`src/rtl/core/xbf_pkg.sv`:
```
// ----------------------------------------------------------------------------
// xbf_pkg
// shared types, constants and the crc-16 byte update for the xmodem framer
// ----------------------------------------------------------------------------
package xbf_pkg;

   localparam logic [7:0]  SOH      = 8'h01;
   localparam logic [7:0]  CTRL_Z   = 8'h1A;
   localparam logic [15:0] CRC_POLY = 16'h1021;

   // width of the repeat count carried with each output word
   localparam int REP_W = 7;

   // depth of the command queue between front and back
   localparam int CMDQ_DEPTH = 2;
   localparam int CMDQ_PTR_W = $clog2(CMDQ_DEPTH);

   // one classified input word, as handed from front to back
   typedef struct packed {
      logic             is_eof;    // end mark with an open block
      logic             open_blk;  // data word that opens a new block
      logic             close_blk; // block closes after this command
      logic [7:0]       blk_num;   // number of the block this word belongs to
      logic [7:0]       data;      // file byte
      logic [REP_W-1:0] pad;       // ctrl-z run length on an end mark
   } cmd_type;

   // xmodem crc-16, msb first, one byte per call
   function automatic logic [15:0] crc16_feed(input logic [15:0] crc, input logic [7:0] b);
      logic [15:0] c;
      c = crc ^ {b, 8'h00};
      for (int i = 0; i < 8; i++) begin
         if (c[15]) begin
            c = {c[14:0], 1'b0} ^ CRC_POLY;
         end else begin
            c = {c[14:0], 1'b0};
         end
      end
      return c;
   endfunction

endpackage

```
`src/rtl/core/xbf_front.sv`:
```
// ----------------------------------------------------------------------------
// xbf_front
// accepts input words, tracks block fill and number, issues commands
// ----------------------------------------------------------------------------
module xbf_front
   import xbf_pkg::*;
#(
   parameter int CHUNK_BYTES = 128
) (
   input  logic    clock,
   input  logic    reset,
   input  logic    req_tvalid,
   output logic    req_tready,
   input  logic    req_kind,
   input  logic [7:0] req_data,
   input  logic    q_full,
   output logic    q_push,
   output cmd_type q_cmd
);

   localparam int FILL_W = $clog2(CHUNK_BYTES);

   logic [FILL_W-1:0] fill_ff, fill_in;
   logic [7:0]        blk_ff, blk_in;
   logic [FILL_W:0]   fill_next;
   logic              accept;
   logic              open_blk;
   logic              close_data;

   assign req_tready = !q_full;
   assign accept     = req_tvalid && req_tready;

   assign open_blk   = (fill_ff == '0);
   assign fill_next  = {1'b0, fill_ff} + (FILL_W + 1)'(1);
   assign close_data = (fill_next == (FILL_W + 1)'(CHUNK_BYTES));

   always_comb begin
      fill_in          = fill_ff;
      blk_in           = blk_ff;
      q_push           = 1'b0;
      q_cmd.is_eof     = req_kind;
      q_cmd.open_blk   = 1'b0;
      q_cmd.close_blk  = 1'b0;
      q_cmd.blk_num    = blk_ff;
      q_cmd.data       = req_data;
      q_cmd.pad        = REP_W'((FILL_W + 1)'(CHUNK_BYTES) - {1'b0, fill_ff});
      if (accept) begin
         if (!req_kind) begin
            q_push          = 1'b1;
            q_cmd.open_blk  = open_blk;
            if (open_blk) begin
               blk_in = blk_ff + 8'd1;
            end
            q_cmd.blk_num   = blk_in;
            q_cmd.close_blk = close_data;
            fill_in         = close_data ? '0 : fill_next[FILL_W-1:0];
         end else begin
            // end mark on an empty block is dropped
            q_push          = !open_blk;
            q_cmd.close_blk = 1'b1;
            fill_in         = '0;
         end
      end
   end

   always_ff @(posedge clock) begin
      if (reset) begin
         fill_ff <= '0;
         blk_ff  <= '0;
      end else begin
         fill_ff <= fill_in;
         blk_ff  <= blk_in;
      end
   end

endmodule

```
`src/rtl/core/xbf_cmd_fifo.sv`:
```
// ----------------------------------------------------------------------------
// xbf_cmd_fifo
// short command queue between front and back
// ----------------------------------------------------------------------------
module xbf_cmd_fifo
   import xbf_pkg::*;
(
   input  logic    clock,
   input  logic    reset,
   input  logic    push,
   input  cmd_type push_cmd,
   output logic    full,
   input  logic    pop,
   output cmd_type pop_cmd,
   output logic    empty
);

   cmd_type                mem_ff [CMDQ_DEPTH];
   logic [CMDQ_PTR_W-1:0]  wr_ptr_ff, rd_ptr_ff;
   logic [CMDQ_PTR_W:0]    count_ff;
   logic                   do_push, do_pop;

   assign full    = (count_ff == (CMDQ_PTR_W + 1)'(CMDQ_DEPTH));
   assign empty   = (count_ff == '0);
   assign do_push = push && !full;
   assign do_pop  = pop && !empty;
   assign pop_cmd = mem_ff[rd_ptr_ff];

   always_ff @(posedge clock) begin
      if (do_push) begin
         mem_ff[wr_ptr_ff] <= push_cmd;
      end
   end

   always_ff @(posedge clock) begin
      if (reset) begin
         wr_ptr_ff <= '0;
         rd_ptr_ff <= '0;
         count_ff  <= '0;
      end else begin
         if (do_push) begin
            wr_ptr_ff <= (wr_ptr_ff == CMDQ_PTR_W'(CMDQ_DEPTH - 1)) ? '0 : wr_ptr_ff + 1'b1;
         end
         if (do_pop) begin
            rd_ptr_ff <= (rd_ptr_ff == CMDQ_PTR_W'(CMDQ_DEPTH - 1)) ? '0 : rd_ptr_ff + 1'b1;
         end
         if (do_push && !do_pop) begin
            count_ff <= count_ff + 1'b1;
         end else if (do_pop && !do_push) begin
            count_ff <= count_ff - 1'b1;
         end
      end
   end

endmodule

```
`src/rtl/core/xbf_back.sv`:
```
// ----------------------------------------------------------------------------
// xbf_back
// sequences header, data, padding and trailer words into the output register
// ----------------------------------------------------------------------------
module xbf_back
   import xbf_pkg::*;
(
   input  logic             clock,
   input  logic             reset,
   input  logic             crc_mode,
   input  logic             q_empty,
   input  cmd_type          q_cmd,
   output logic             q_pop,
   output logic             rsp_tvalid,
   input  logic             rsp_tready,
   output logic [7:0]       rsp_byte,
   output logic [REP_W-1:0] rsp_rep,
   output logic             rsp_last
);

   typedef enum logic [8:0] {
      ST_IDLE   = 9'b000000001,
      ST_SOH    = 9'b000000010,
      ST_NUM    = 9'b000000100,
      ST_CPL    = 9'b000001000,
      ST_DATA   = 9'b000010000,
      ST_PAD    = 9'b000100000,
      ST_CRC_HI = 9'b001000000,
      ST_CRC_LO = 9'b010000000,
      ST_SUM    = 9'b100000000
   } state_type;

   state_type        state_ff, state_in;
   cmd_type          cmd_ff;
   logic [REP_W-1:0] pad_cnt_ff, pad_cnt_in;
   logic [7:0]       sum_ff, sum_in;
   logic [15:0]      crc_ff, crc_in;
   logic             valid_ff;
   logic [7:0]       byte_ff;
   logic [REP_W-1:0] rep_ff;
   logic             last_ff;
   logic             out_free;
   logic             emit;
   logic [7:0]       emit_byte;
   logic [REP_W-1:0] emit_rep;
   logic             emit_last;
   state_type        trailer_st;

   assign out_free   = !valid_ff || rsp_tready;
   assign trailer_st = crc_mode ? ST_CRC_HI : ST_SUM;
   assign q_pop      = (state_ff == ST_IDLE) && !q_empty;

   always_comb begin
      state_in   = state_ff;
      pad_cnt_in = pad_cnt_ff;
      sum_in     = sum_ff;
      crc_in     = crc_ff;
      emit       = 1'b0;
      emit_byte  = cmd_ff.data;
      emit_rep   = REP_W'(1);
      emit_last  = 1'b0;
      unique case (state_ff)
         ST_IDLE: begin
            pad_cnt_in = q_cmd.pad;
            if (!q_empty) begin
               if (q_cmd.is_eof) begin
                  state_in = ST_PAD;
               end else if (q_cmd.open_blk) begin
                  state_in = ST_SOH;
               end else begin
                  state_in = ST_DATA;
               end
            end
         end
         ST_SOH: begin
            emit_byte = SOH;
            if (out_free) begin
               emit     = 1'b1;
               sum_in   = '0;
               crc_in   = '0;
               state_in = ST_NUM;
            end
         end
         ST_NUM: begin
            emit_byte = cmd_ff.blk_num;
            if (out_free) begin
               emit     = 1'b1;
               state_in = ST_CPL;
            end
         end
         ST_CPL: begin
            emit_byte = ~cmd_ff.blk_num;
            if (out_free) begin
               emit     = 1'b1;
               state_in = ST_DATA;
            end
         end
         ST_DATA: begin
            if (out_free) begin
               emit     = 1'b1;
               sum_in   = sum_ff + cmd_ff.data;
               crc_in   = crc16_feed(crc_ff, cmd_ff.data);
               state_in = cmd_ff.close_blk ? trailer_st : ST_IDLE;
            end
         end
         ST_PAD: begin
            emit_byte = CTRL_Z;
            emit_rep  = cmd_ff.pad;
            if (pad_cnt_ff != '0) begin
               // fold one pad byte per cycle into sum and crc
               sum_in     = sum_ff + CTRL_Z;
               crc_in     = crc16_feed(crc_ff, CTRL_Z);
               pad_cnt_in = pad_cnt_ff - 1'b1;
            end else if (out_free) begin
               emit     = 1'b1;
               state_in = trailer_st;
            end
         end
         ST_CRC_HI: begin
            emit_byte = crc_ff[15:8];
            if (out_free) begin
               emit     = 1'b1;
               state_in = ST_CRC_LO;
            end
         end
         ST_CRC_LO: begin
            emit_byte = crc_ff[7:0];
            emit_last = 1'b1;
            if (out_free) begin
               emit     = 1'b1;
               state_in = ST_IDLE;
            end
         end
         ST_SUM: begin
            emit_byte = sum_ff;
            emit_last = 1'b1;
            if (out_free) begin
               emit     = 1'b1;
               state_in = ST_IDLE;
            end
         end
         default: begin
            state_in = ST_IDLE;
         end
      endcase
   end

   always_ff @(posedge clock) begin
      if (q_pop) begin
         cmd_ff <= q_cmd;
      end
      pad_cnt_ff <= pad_cnt_in;
      sum_ff     <= sum_in;
      crc_ff     <= crc_in;
      if (emit) begin
         byte_ff <= emit_byte;
         rep_ff  <= emit_rep;
         last_ff <= emit_last;
      end
   end

   always_ff @(posedge clock) begin
      if (reset) begin
         state_ff <= ST_IDLE;
         valid_ff <= 1'b0;
      end else begin
         state_ff <= state_in;
         if (emit) begin
            valid_ff <= 1'b1;
         end else if (rsp_tready) begin
            valid_ff <= 1'b0;
         end
      end
   end

   assign rsp_tvalid = valid_ff;
   assign rsp_byte   = byte_ff;
   assign rsp_rep    = rep_ff;
   assign rsp_last   = last_ff;

endmodule

```
`src/rtl/core/xmodem_block_framer.sv`:
```
// ----------------------------------------------------------------------------
// xmodem_block_framer
// turns file bytes and end-of-file marks into xmodem blocks
// ----------------------------------------------------------------------------
// each input word is either a file byte (tuser 0) or an end-of-file mark
// (tuser 1). the first byte of a block is preceded by soh, the block number
// (from 1, wrapping at 8 bits) and its complement; data bytes pass through;
// a full block is closed by its trailer, an 8-bit sum or the crc-16 (poly
// 0x1021, init 0) high byte first, chosen by csr_wr_data at the last write
// (crc after reset). an end mark on a partly filled block gives one ctrl-z
// word whose repeat count is the number of pad bytes, then the trailer; an
// end mark on an empty block gives nothing. the output sequencer takes each
// command from the queue in its idle state; for a block-opening byte it then
// sends soh, number and complement before the byte, and after a block-closing
// byte it sends the trailer, the sum or the two crc bytes. for an end mark it
// folds the pad bytes (up to CHUNK_BYTES-1) into the sum and crc one per
// cycle, then sends the pad word and the trailer. output stalls can hold the
// sequencer. a two-entry command queue lets the input side run ahead of
// the output sequencer, and the output register holds each word while
// rsp_tready is low.
// ----------------------------------------------------------------------------
module xmodem_block_framer
   import xbf_pkg::*;
#(
   parameter int CHUNK_BYTES = 128   // data bytes per block, 16 to 128
) (
   input  logic        clock,
   input  logic        reset,
   // input words
   input  logic        req_tvalid,
   output logic        req_tready,
   input  logic [7:0]  req_tdata,    // [7:0] data_byte
   input  logic        req_tuser,    // [0] kind
   // output words
   output logic        rsp_tvalid,
   input  logic        rsp_tready,
   output logic [15:0] rsp_tdata,    // [7:0] out_byte, [14:8] repeat_count, [15] zero
   output logic        rsp_tlast,    // frame_end
   // trailer select
   input  logic        csr_wr_en,
   input  logic        csr_wr_data   // crc_mode
);

   logic             crc_mode_ff;
   logic             q_push, q_full, q_pop, q_empty;
   cmd_type          push_cmd, pop_cmd;
   logic [7:0]       rsp_byte;
   logic [REP_W-1:0] rsp_rep;

   // trailer select register, crc after reset
   always_ff @(posedge clock) begin
      if (reset) begin
         crc_mode_ff <= 1'b1;
      end else if (csr_wr_en) begin
         crc_mode_ff <= csr_wr_data;
      end
   end

   // front: classify words, keep fill count and block number
   xbf_front #(
      .CHUNK_BYTES (CHUNK_BYTES)
   ) u_front (
      .clock      (clock),
      .reset      (reset),
      .req_tvalid (req_tvalid),
      .req_tready (req_tready),
      .req_kind   (req_tuser),
      .req_data   (req_tdata),
      .q_full     (q_full),
      .q_push     (q_push),
      .q_cmd      (push_cmd)
   );

   // command queue decouples the two sides
   xbf_cmd_fifo u_cmd_fifo (
      .clock    (clock),
      .reset    (reset),
      .push     (q_push),
      .push_cmd (push_cmd),
      .full     (q_full),
      .pop      (q_pop),
      .pop_cmd  (pop_cmd),
      .empty    (q_empty)
   );

   // back: header, data, padding, sum and crc, trailer
   xbf_back u_back (
      .clock      (clock),
      .reset      (reset),
      .crc_mode   (crc_mode_ff),
      .q_empty    (q_empty),
      .q_cmd      (pop_cmd),
      .q_pop      (q_pop),
      .rsp_tvalid (rsp_tvalid),
      .rsp_tready (rsp_tready),
      .rsp_byte   (rsp_byte),
      .rsp_rep    (rsp_rep),
      .rsp_last   (rsp_tlast)
   );

   // pack output word, top bit filled with zero
   assign rsp_tdata = {1'b0, rsp_rep, rsp_byte};

endmodule

```
`config.mk`:
```
export PLATFORM = sky130hd
export DESIGN_NAME = xmodem_block_framer
export DESIGN_NICKNAME = d
export VERILOG_FILES = /design/src/rtl/core/xbf_pkg.sv /design/src/rtl/core/xbf_front.sv /design/src/rtl/core/xbf_cmd_fifo.sv /design/src/rtl/core/xbf_back.sv /design/src/rtl/core/xmodem_block_framer.sv
export SDC_FILE = /design/constraint.sdc
export NUM_CORES = 1
export LEC_CHECK = 0
export BUFFER_PORTS_ARGS = -buffer_cell sky130_fd_sc_hd__buf_2
export CORE_UTILIZATION = 40
export DETAILED_ROUTE_END_ITERATION = 16
export PLACE_DENSITY = 0.61
export REMOVE_ABC_BUFFERS = 1
export SLEW_MARGIN = 15
export SYNTH_ARGS = -nofsm -noshare
export SYNTH_HDL_FRONTEND = slang
export SYNTH_HIERARCHICAL = 1
export SYNTH_SLANG_ARGS = --single-unit
```
`constraint.sdc`:
```
create_clock -name clock -period 4.3 [get_ports clock]
set_input_delay 0.86 -clock clock [delete_from_list [all_inputs] [get_ports clock]]
set_output_delay 0.86 -clock clock [all_outputs]
set_load 0.02 [all_outputs]
```
==> out/metrics.yaml <==
detailed_routing:
  viasPerCell: 5.35
  final_antenna_net_count: 0
  drc: 0
  routed_wire_length_mm: 16.6
  dr.pass1.iters: 5
  route.vias.total: 5030
  drt_iter0_markers: 347
  route.detailed.wl_per_inst_um: 17.7
synthesis:
  synth_compound_area_share_pct: 10.2
  synth-seq-area-share_pct: 55.5
  post_synth_num_cell_types: 77
  synth_simple_gate_area_share_pct: 15.2
  yosys-mux-area-fraction_pct: 6.58
  postSynthAreaPerCell_um2: 12.0
  synth-edff-count: 123
  ys.warnings.count: 6
  yosys_register_bits: 154
  synthArstFlopShare_pct: 0
  syn_area_um2: 7780
  main_combinational_cell_family_by_area_after_synthesis: "simple AND/OR/NAND/NOR gates"
  synth_fa_ha_area_share_pct: 2.51
  postSynth.topFlopCell: "sky130_fd_sc_hd__edfxtp_1"
  yosys.area_share.xor_xnor_pct: 5.84
  syn-instance-count: 648
clock_network:
  cts_sinks: 154
  clock_tree_from_tritoncts: "done"
  cts_post_setup_buffers_inserted: 0
  postCtsResizedCells: 0
  clk_pin_slew_worst_paths_ps: 60
  tritoncts.num_buffers: 17
  cts-root-to-sink-buffers: 2
  holdBufCountCts: 0
  clock_tree.root_cell: "sky130_fd_sc_hd__clkbuf_16"
  clock_latency_ps: 420
  htree_num_levels: 4
timing:
  setup_repair_after_global_routing_missed_its_margin: "false"
  setup_slack_ps: 1440
  finalCriticalPeriod_ps: 2860
  finalSetupViolCount: 0
  tightest_slew_ps: 1010
  finalClockSkew_ps: 9.30
  final_hold_viol_count: 0
  relSlewSlack_pct: 32.3
  final.setup.tns_ps: 0
  final-max-slew-violation-count: 0
  final_critical_path_share_of_the_clock_period_pct: 66.6
  fmaxAchievable_mhz: 349
  whs_ps: 491
power_and_ir_drop:
  p_leak_nw: 3.06
  fin_total_pwr_w: 0.00514
  ir_drop_v: 0.000331
  power.net_switching_w: 0.00171
  power.combinational.fraction_pct: 28.9
  sw_frac_of_total_pct: 33.3
  power_per_cell_area_nw_per_um2: 597
  share_clk_of_total_power_pct: 26.9
  internal_power_w: 0.00343
  seq_power_share_pct: 44.3
worst_setup_path:
  worst-endpoint-required_ps: 4640
  setup.worst_path.class: "register to register"
  worst_path_largest_cell_delay_ps: 500
  worstPathArrival_ps: 3200
  path_cells: "nor3_4 -> nand3_1 -> nor2_2 -> buf_4 -> o21ai_0 -> ha_1 -> or3_1 -> a21oi_1"
  worst_setup_path_end_kind: "register"
  worst-path-max-fanout: 25
  setup.worst_path.start_class: "register"
  worst_path_max_delay_cell: "sky130_fd_sc_hd__nor3_4"
grt:
  gr-total-overflow: 0
  grt_max_degree: 36
  number_of_antenna_violations_at_the_first_check_in_global_routing: 0
  grt_first_pass_wirelength_mm: 26.7
  track_usage_pct: 17.7
  grt_pass1_vias: 4869
cells_and_area:
  n_antenna_cell: 0
  flow.area_growth_from_synthesis_pct: 10.7
  fillCellCount: 1762
  register_area_um2: 4310
  utilization_pct: 45.6
  multiInputGateArea_um2: 3150
  layout-drive-gt1-share_pct: 20.1
  num-nets-final: 697
floorplan:
  pin_count: 34
  std_cell_rows: 50
  floorplan.core_area_um2: 18900
  fp.dieArea_um2: 20000
  initial_core_util_pct: 41.2
  die_w_um: 141
  die_h_um: 141
place:
  place_congestion: 0.869
  numPortBuffers: 32
  placement.setup.worst_slack_ps: 1320
  dp.final_hpwl_mm: 11.6
run:
  cap_viol_max_count: 0
min_path:
  timing.hold.worst.class: "register to register"
run_status:
  run_status: "finished, final reports clean"
-- synthesized netlist by cell type (8+ instances only) --
cell type | number | area, um^2
sky130_fd_sc_hd__a21oi_1 | 32 | 160
sky130_fd_sc_hd__nand2_1 | 37 | 139
sky130_fd_sc_hd__mux2i_1 | 8 | 80.1
sky130_fd_sc_hd__buf_2 | 9 | 45.0
sky130_fd_sc_hd__nor2b_1 | 12 | 75.1
sky130_fd_sc_hd__inv_1 | 18 | 67.6
sky130_fd_sc_hd__buf_4 | 18 | 135
sky130_fd_sc_hd__and2_1 | 9 | 56.3
sky130_fd_sc_hd__mux2_2 | 37 | 417
sky130_fd_sc_hd__xnor2_1 | 27 | 236
sky130_fd_sc_hd__nand3_1 | 28 | 140
sky130_fd_sc_hd__nor3_1 | 10 | 50.1
sky130_fd_sc_hd__ha_1 | 14 | 175
sky130_fd_sc_hd__dfxtp_1 | 31 | 621
sky130_fd_sc_hd__o21ai_0 | 37 | 185
sky130_fd_sc_hd__nor2_1 | 47 | 176
sky130_fd_sc_hd__edfxtp_1 | 123 | 3690
sky130_fd_sc_hd__xor2_1 | 23 | 201
-- state kept, by name (all words and copies together), names as in the netlist, named ones only --
register	flops
u_cmd_fifo/mem_ff	52
u_back/cmd_ff	24
u_back/crc_ff	16
u_back/state_ff	9
u_back/rsp_byte	8
u_back/sum_ff	8
u_front/blk_ff	8
u_back/pad_cnt_ff	7
u_back/rsp_rep	7
u_front/fill_ff	7
u_cmd_fifo/count_ff	2
crc_mode_ff	1
u_back/rsp_last	1
u_back/rsp_tvalid	1
u_cmd_fifo/rd_ptr_ff	1
u_cmd_fifo/wr_ptr_ff	1
-- kinds of logic after synthesis --
logic type	after synthesis
AO/OA/AOI/OAI	120
XOR/XNOR	51
adder cells (fa/ha/maj)	15
buffers and inverters	56
flip-flops	154
multiplexers	46
other	1
AND/OR/NAND/NOR	205
-- per-layer routing --
metal	part of all wire [%]	GRT usage (%)
met5	0	0
met3	4.6	3.48
met4	2.3	7.53
met2	48	28.5
met1	45	23.2
-- critical path: cells and delay by family, from the launching register on --
kind	cells	cell delay [ps]
AOI/OAI and AO/OA	2	360
adders and majority gates	1	360
buffers and inverters	1	330
DFF	1	380
and+or+nand+nor	4	1360
-- power groups by stage --
stage / clock (W) / combinational, W / sequential (W)
2_1_floorplan: 0 / 0.00107 / 0.00227
3_3_place_gp: 0 / 0.00144 / 0.00229
3_5_place_dp: 0 / 0.00147 / 0.00230
4_1_cts: 0.00142 / 0.00148 / 0.00227
5_1_grt: 0.00148 / 0.00165 / 0.00231
6_report: 0.00138 / 0.00148 / 0.00228
-- stage by stage --
stage	instances	cell area [um^2]
global route	940	8610
floorplan	610	7520
detailed placement	908	8060
CTS	940	8610
finish	940	8610
global placement	908	8060
-- final cells by class --
class                      instances  area share, %
timing repair buffer              38           2.38
clock buffer                      17           4.94
tap                              260           3.78
inverter                          18          0.785
clock inverter                    15           1.42
sequential                       154           50.1
multi-input combinational        438           36.6
-- path summary, 6_finish.rpt --
check	from	to	slack, ps	depth (start not counted)
worst max-delay path	u_back/state_ff[4]	u_cmd_fifo/count_ff[1]	1440	8
worst min-delay path	u_front/blk_ff[7]	u_front/blk_ff[7]	490	2
worst max register to register	u_back/state_ff[4]	u_cmd_fifo/count_ff[1]	1440	8
worst min register to register	u_front/blk_ff[7]	u_front/blk_ff[7]	490	2
-- cell usage in the layout, fill, tap and decap left out, drive strengths merged, types with 6 or more instances in the layout --
cell / n
nand4: 6
xor2: 24
inv: 22
clkinv: 8
ha: 14
and2: 10
o22ai: 6
clkbuf: 17
xnor2: 27
nor3: 14
nor2: 50
nor2b: 14
nand2: 37
mux2i: 8
dfxtp: 31
mux2: 38
o21ai: 37
a22oi: 6
and4: 8
buf: 38
nand3: 30
a21oi: 32
edfxtp: 123
Power figures use the tool's default switching activity.
